[src/design/p1crc_pkg.sv]
// ----------------------------------------------------------------------------
// p1crc_pkg
// Shared types and constants of the P1 telegram CRC checker.
// ----------------------------------------------------------------------------
package p1crc_pkg;

    // reflected CRC-16 polynomial
    localparam logic [15:0] CRC_POLY   = 16'hA001;

    localparam logic [7:0]  START_MARK = 8'h2F;   // '/'
    localparam logic [7:0]  END_MARK   = 8'h21;   // '!'

    // register indexes (paddr bit 2)
    localparam logic        REG_CRC_INIT    = 1'b0;
    localparam logic        REG_INCLUDE_END = 1'b1;

    localparam logic [15:0] CRC_INIT_RESET  = 16'hFFFF;

    typedef enum logic [1:0] {
        ST_PASS     = 2'd0,
        ST_MISMATCH = 2'd1,
        ST_BAD_HEX  = 2'd2,
        ST_OVERFLOW = 2'd3
    } status_t;

    // one result word, status in the lowest bits
    typedef struct packed {
        logic [11:0] telegram_length;
        logic [15:0] digits_crc;
        logic [15:0] computed_crc;
        status_t     status;
    } result_t;

    localparam int RESULT_W = $bits(result_t);

endpackage

[src/design/p1crc_crc_byte.sv]
// ----------------------------------------------------------------------------
// p1crc_crc_byte
// One byte of the reflected CRC-16 update, LSB first, no final xor.
// ----------------------------------------------------------------------------
module p1crc_crc_byte
(
    input  logic [15:0] crc_in,
    input  logic [7:0]  data,
    output logic [15:0] crc_out
);

    always_comb
    begin
        logic [15:0] c;
        c = crc_in ^ {8'h00, data};
        for (int b = 0; b < 8; b++)
        begin
            if (c[0])
            begin
                c = (c >> 1) ^ p1crc_pkg::CRC_POLY;
            end
            else
            begin
                c = c >> 1;
            end
        end
        crc_out = c;
    end

endmodule

[src/design/p1crc_core.sv]
// ----------------------------------------------------------------------------
// p1crc_core
// Telegram framing, running CRC, hex digit capture and the result register.
// ----------------------------------------------------------------------------
module p1crc_core
#(
    parameter int MAX_LEN = 2048
)
(
    input  logic                clk,
    input  logic                rst_n,
    input  logic [15:0]         crc_init,
    input  logic                include_end_mark,
    input  logic                in_valid,
    input  logic [7:0]          in_byte,
    output logic                in_ready,
    output logic                out_valid,
    input  logic                out_ready,
    output p1crc_pkg::result_t  out_result
);

    localparam logic [11:0] LEN_LIMIT = 12'(MAX_LEN - 4);

    typedef enum logic [1:0] {
        PH_HUNT   = 2'd0,
        PH_BODY   = 2'd1,
        PH_DIGITS = 2'd2
    } phase_t;

    phase_t             phase_reg, phase_next;
    logic [15:0]        crc_reg, crc_next;
    logic [15:0]        text_reg, text_next;
    logic [1:0]         cnt_reg, cnt_next;
    logic [11:0]        len_reg, len_next;
    logic               herr_reg, herr_next;
    logic               out_valid_reg, out_valid_next;
    p1crc_pkg::result_t out_reg, out_next;

    logic        step;
    logic        is_start;
    logic [15:0] crc_src;
    logic [15:0] crc_upd;
    logic [3:0]  digit;
    logic        digit_bad;

    function automatic logic [4:0] hex_value(input logic [7:0] ch);
        logic [4:0] r;
        r = 5'h10;
        if (ch >= 8'h30 && ch <= 8'h39)
        begin
            r = {1'b0, 4'(ch - 8'h30)};
        end
        else if (ch >= 8'h41 && ch <= 8'h46)
        begin
            r = {1'b0, 4'(ch - 8'h37)};
        end
        else if (ch >= 8'h61 && ch <= 8'h66)
        begin
            r = {1'b0, 4'(ch - 8'h57)};
        end
        return r;
    endfunction

    assign in_ready   = !out_valid_reg || out_ready;
    assign step       = in_valid && in_ready;
    assign is_start   = (in_byte == p1crc_pkg::START_MARK);
    assign crc_src    = is_start ? crc_init : crc_reg;
    assign out_valid  = out_valid_reg;
    assign out_result = out_reg;

    assign {digit_bad, digit} = hex_value(in_byte);

    p1crc_crc_byte u_crc
    (
        .crc_in  (crc_src),
        .data    (in_byte),
        .crc_out (crc_upd)
    );

    always_comb
    begin
        logic [11:0] len_inc;
        logic [15:0] text_shift;
        logic        herr_acc;

        phase_next     = phase_reg;
        crc_next       = crc_reg;
        text_next      = text_reg;
        cnt_next       = cnt_reg;
        len_next       = len_reg;
        herr_next      = herr_reg;
        out_valid_next = out_valid_reg && !out_ready;
        out_next       = out_reg;

        len_inc    = len_reg + 12'd1;
        text_shift = {text_reg[11:0], digit};
        herr_acc   = herr_reg || digit_bad;

        if (step)
        begin
            if (is_start)
            begin
                crc_next   = crc_upd;
                len_next   = 12'd1;
                text_next  = '0;
                cnt_next   = '0;
                herr_next  = 1'b0;
                phase_next = PH_BODY;
            end
            else
            begin
                unique case (phase_reg)
                    PH_BODY:
                    begin
                        len_next = len_inc;
                        if (in_byte == p1crc_pkg::END_MARK)
                        begin
                            if (include_end_mark)
                            begin
                                crc_next = crc_upd;
                            end
                            text_next  = '0;
                            cnt_next   = '0;
                            herr_next  = 1'b0;
                            phase_next = PH_DIGITS;
                        end
                        else
                        begin
                            crc_next = crc_upd;
                            // no room left for end mark and digits
                            if (len_inc >= LEN_LIMIT)
                            begin
                                out_valid_next           = 1'b1;
                                out_next.status          = p1crc_pkg::ST_OVERFLOW;
                                out_next.computed_crc    = crc_upd;
                                out_next.digits_crc      = '0;
                                out_next.telegram_length = len_inc;
                                phase_next               = PH_HUNT;
                            end
                        end
                    end
                    PH_DIGITS:
                    begin
                        text_next = text_shift;
                        herr_next = herr_acc;
                        if (cnt_reg == 2'd3)
                        begin
                            out_valid_next = 1'b1;
                            if (herr_acc)
                            begin
                                out_next.status = p1crc_pkg::ST_BAD_HEX;
                            end
                            else if (crc_reg == text_shift)
                            begin
                                out_next.status = p1crc_pkg::ST_PASS;
                            end
                            else
                            begin
                                out_next.status = p1crc_pkg::ST_MISMATCH;
                            end
                            out_next.computed_crc    = crc_reg;
                            out_next.digits_crc      = text_shift;
                            out_next.telegram_length = len_reg;
                            cnt_next                 = '0;
                            phase_next               = PH_HUNT;
                        end
                        else
                        begin
                            cnt_next = cnt_reg + 2'd1;
                        end
                    end
                    default:
                    begin
                        phase_next = PH_HUNT;
                    end
                endcase
            end
        end
    end

    always_ff @(posedge clk or negedge rst_n)
    begin
        if (!rst_n)
        begin
            phase_reg     <= PH_HUNT;
            crc_reg       <= '0;
            text_reg      <= '0;
            cnt_reg       <= '0;
            len_reg       <= '0;
            herr_reg      <= 1'b0;
            out_valid_reg <= 1'b0;
        end
        else
        begin
            phase_reg     <= phase_next;
            crc_reg       <= crc_next;
            text_reg      <= text_next;
            cnt_reg       <= cnt_next;
            len_reg       <= len_next;
            herr_reg      <= herr_next;
            out_valid_reg <= out_valid_next;
        end
    end

    // result word carries no reset
    always_ff @(posedge clk)
    begin
        out_reg <= out_next;
    end

`ifndef SYNTH
    a_pass_match: assert property (@(posedge clk) disable iff (!rst_n)
        out_valid_reg && out_reg.status == p1crc_pkg::ST_PASS
        |-> out_reg.computed_crc == out_reg.digits_crc)
        else $error("pass reported with differing crc values");

    a_overflow_fields: assert property (@(posedge clk) disable iff (!rst_n)
        out_valid_reg && out_reg.status == p1crc_pkg::ST_OVERFLOW
        |-> out_reg.digits_crc == 16'h0000 && out_reg.telegram_length == LEN_LIMIT)
        else $error("overflow word with wrong fields");

    a_digits_only: assert property (@(posedge clk) disable iff (!rst_n)
        cnt_reg != 2'd0 |-> phase_reg == PH_DIGITS)
        else $error("digit count running outside digit phase");

    a_start_restarts: assert property (@(posedge clk) disable iff (!rst_n)
        step && is_start |=> phase_reg == PH_BODY && len_reg == 12'd1)
        else $error("start mark did not restart the telegram");
`endif

endmodule

[config.mk]
export PLATFORM = sky130hd
export DESIGN_NAME = p1crc_core
export DESIGN_NICKNAME = d
export VERILOG_FILES = /design/src/design/p1crc_pkg.sv /design/src/design/p1crc_crc_byte.sv /design/src/design/p1crc_core.sv
export SDC_FILE = /design/constraint.sdc
export NUM_CORES = 1
export LEC_CHECK = 0
export BUFFER_PORTS_ARGS = -buffer_cell sky130_fd_sc_hd__buf_2
export CELL_PAD_IN_SITES_DETAIL_PLACEMENT = 1
export CELL_PAD_IN_SITES_GLOBAL_PLACEMENT = 2
export CORE_MARGIN = 8
export CORE_UTILIZATION = 33
export CTS_CLUSTER_SIZE = 10
export DETAILED_ROUTE_END_ITERATION = 8
export GPL_TIMING_DRIVEN = 0
export MAX_ROUTING_LAYER = met4
export PLACE_DENSITY = 0.77
export SLEW_MARGIN = 20
export SYNTH_ARGS = -nofsm -noshare
export SYNTH_HDL_FRONTEND = slang
export SYNTH_SLANG_ARGS = --single-unit
[constraint.sdc]
create_clock -name clk -period 4.6 [get_ports clk]
set_input_delay 0.23 -clock clk [delete_from_list [all_inputs] [get_ports clk]]
set_output_delay 0.23 -clock clk [all_outputs]
set_load 0.01 [all_outputs]
==> metrics list <==
- STA puts the critical path data arrival time at 2910 ps.
- Slowest cell on the critical path: sky130_fd_sc_hd__nor3_1
* Worst slew margin relative to its limit: 52.21%
* Top-level I/O count: 77
- Counting flops and latches in the post-synthesis netlist gives 92.
- Routed length per instance: 17.97 µm
- The number of antenna violations at the first check in global routing was 0.
- Number of global-route vias before repair: 3,936
- Once the floorplan was initialized, standard cells occupied 33.40% of the core.
- Synthesis produced 466 cells.
- Crit path capture type: register
* Top cell type's share of synthesized area: 28.68%
* Final WS setup: 1733 ps
- Std-Cell Core Area: 0.01442 mm²
- The die covers 0.01872 mm².
- Reported max-cap violation count: 0
- STA classifies the critical path startpoint as a register.
* Data required time of the critical path: 4640 ps
- The number of setup buffers added after CTS is 0.
* Number of levels in the clock H-tree: 3
- Setup violations remaining at the end of the flow were counted as 0.
* Start-to-end type of the worst setup path: reg -> reg
- Chain of cells forming the critical path: clkbuf_1 -> nand3_1 -> nor3_1 -> xnor2_1 -> o31a_1 -> a21o_1 -> a21oi_4 -> buf_16
- Total of cells resized after clock tree synthesis: 0
* Area added between synthesis and finish: 20.81%
- Detailed placement ended at an HPWL of 10,360 µm.
* Global Route Usage Sum: 15.19%
- The die is 136.8 µm tall.
* Synthesis Warnings: 0
- After synthesis, flip-flops and latches occupy 52.57% of the total area.
- Worst-case setup slack after placement: 1602 ps
- Count of clock tree sinks: 92
- Clock tree from TritonCTS: yes
- Worst hold path class: in -> reg
- The first detailed-routing pass took 4 iterations.
* Violation count after the first detailed-route iteration: 200
- Number of distinct library cells after synthesis: 53
- Most used standard cells in the synthesized netlist: sky130_fd_sc_hd__nand2_1, sky130_fd_sc_hd__dfrtp_1, sky130_fd_sc_hd__edfxtp_1, sky130_fd_sc_hd__o21ai_0, sky130_fd_sc_hd__xor2_1
- Number of flip-flops under the largest register name: 46
* First-pass GRT wire length: 21,620 µm
* Placer congestion estimate: 0.8232
* CTS Root Buffer Type: sky130_fd_sc_hd__clkbuf_16
- In this run the worst path has a maximum fanout of 26.
* Async set-reset flop share out of synthesis: 50.00%
* Slowest cell delay on critical path: 430 ps
- Clock insertion delay at the later pin of the skew report: 340 ps
- The flow ran to the end, and the final reports show no timing, DRC or antenna violations.
- On the final layout, the worst clock skew is 6.675 ps.
- Final number of max-transition violations: 0
* Antenna cells: 0
- The worst-case IR drop observed on VDD is 0.1664 mV.
- Total CTS buffers: 9
* Final hold violation count: 0
- Setup repair after global routing left no endpoint under its margin.
* Count of flip-flops with a built-in enable after synthesis: 46
- Crit share post-route: 62.33%
* Count of buffers inserted at the top-level ports: 76
- Power density normalized to cell area: 394.5 mW/mm²
- From left edge to right edge, the die measures 136.8 µm.
- Worst hold slack: 194.5 ps
- Average instance area after synthesis: 10.34 µm²
* Average via count per standard cell: 5.058
* Fraction of final layout cells sized beyond drive strength 1: 21.75%
- The most common cell in the synthesized netlist is sky130_fd_sc_hd__nand2_1.
* Final layout net count: 592
- Register clock-pin slew on the reported worst setup and hold paths: 60 ps
- The routed design has 13,390 µm of wire.
- Detail Route Antenna Nets: 0
- Number of vias after detailed routing: 3,768
- For the pin with the worst max-slew slack, the measured transition is 716.8 ps.
* Top area cells in the synthesized netlist: sky130_fd_sc_hd__edfxtp_1, sky130_fd_sc_hd__dfrtp_1, sky130_fd_sc_hd__nand2_1, sky130_fd_sc_hd__xor2_1, sky130_fd_sc_hd__o21ai_0
- The most used flip-flop cell after synthesis is sky130_fd_sc_hd__edfxtp_1.
* Tot Pwr: 0.002296 W
- After detailed routing, the number of remaining DRC violations is 0.
* Pin count of the biggest net entering global routing: 47
* Final critical-path required period: 2867 ps
* Post-Synthesis Cell Area: 0.004817 mm²
- Synthesized net count: 502
- Cell type contributing the most total cell area after synthesis: sky130_fd_sc_hd__edfxtp_1
- The analysis attributes to cell leakage a power of 2.469 nW.
- FP Rows: 44
- The total overflow left after global routing is 0.
- Timing would allow up to 0.3488 GHz.
* Maximum count of clock buffers along a single path: 2
* Post-CTS Hold Fix Bufs: 1
-- metal layers --
layer / vias to the layer above / GRT usage, % / wire [µm]
met5: - / - / 0
met4: 0 / 4.587 / 176
met3: 13 / 1.982 / 571
met2: 75 / 23.15 / 6184
met1: 1865 / 20.66 / 6458
li1: 1815 / - / -
-- layout by cell type, fill, tap and decap left out, drive strengths merged, types with 8 or more instances in the layout --
master	instances
dfrtp	46
and2	17
mux2	14
edfxtp	46
xnor2	22
inv	9
nand3	16
nor2b	8
xor2	23
nand2	86
o21ai	47
clkbuf	28
buf	86
nor2	22
-- stage by stage --
step,TNS (ps),area [µm²],utilization (%),instances
floorplan,0,4817,-,466
global placement,-45890,5428,37.63,726
detailed placement,0,5497,38.11,728
CTS,0,5819,40.35,745
global route,0,5819,40.35,745
finish,0,5819,40.35,745
-- worst max-delay path: cells and delay by family, from the launching register on --
family,cells,cell delay [ps]
DFF,1,320
AOI/OAI and AO/OA,3,940
xor gates and xnor gates,1,120
buffers and inverters,2,520
and+or+nand+nor,2,680
-- cell families (layout without fill, tap and decap cells) --
kind of cell	after synthesis	count (layout)	synth area share, %
compound gates	87	87	11.56
fa+ha+maj	7	7	1.818
buf+inv	34	129	2.857
mux	18	18	4.104
simple gates	181	181	17.79
xor+xnor	47	47	9.299
flops	92	92	52.57
-- area by class of cell --
| class | instances | area, µm² |
|---|---|---|
| Fill cell | 1663 | 8605 |
| Clock inverter | 5 | 60.06 |
| Sequential cell | 92 | 2532 |
| Clock buffer | 11 | 252.7 |
| Inverter | 9 | 33.78 |
| Buffer | 25 | 103.9 |
| Timing Repair Buffer | 79 | 447.9 |
| Multi-Input combinational cell | 340 | 2158 |
| Tap cell | 184 | 230.2 |
-- power by group --
part / switching [W] / internal (W) / total, W
clock network: 0.000315 / 0.000452 / 0.000767
logic: 0.000250 / 0.000239 / 0.000489
registers: 0.0000929 / 0.000948 / 0.00104
total: 0.000658 / 0.00164 / 0.00230
-- path summary, 6_finish.rpt --
path	start	to	slack, ps	cells after the start
max in group asynchronous	rst_n	text_reg[9]$_DFFE_PN0P_	3690	2
min in group asynchronous	rst_n	phase_reg[0]$_DFFE_PN0P_	460	2
hold / removal	in_valid	phase_reg[0]$_DFFE_PN0P_	190	3
setup reg to reg	len_reg[4]$_DFFE_PN0P_	out_result[28]$_SDFFCE_PN0P_	1730	8
setup / recovery	len_reg[4]$_DFFE_PN0P_	out_result[28]$_SDFFCE_PN0P_	1730	8
hold reg to reg	herr_reg$_DFFE_PN0P_	herr_reg$_DFFE_PN0P_	490	1
No activity file was read; power rests on OpenSTA's default activity.
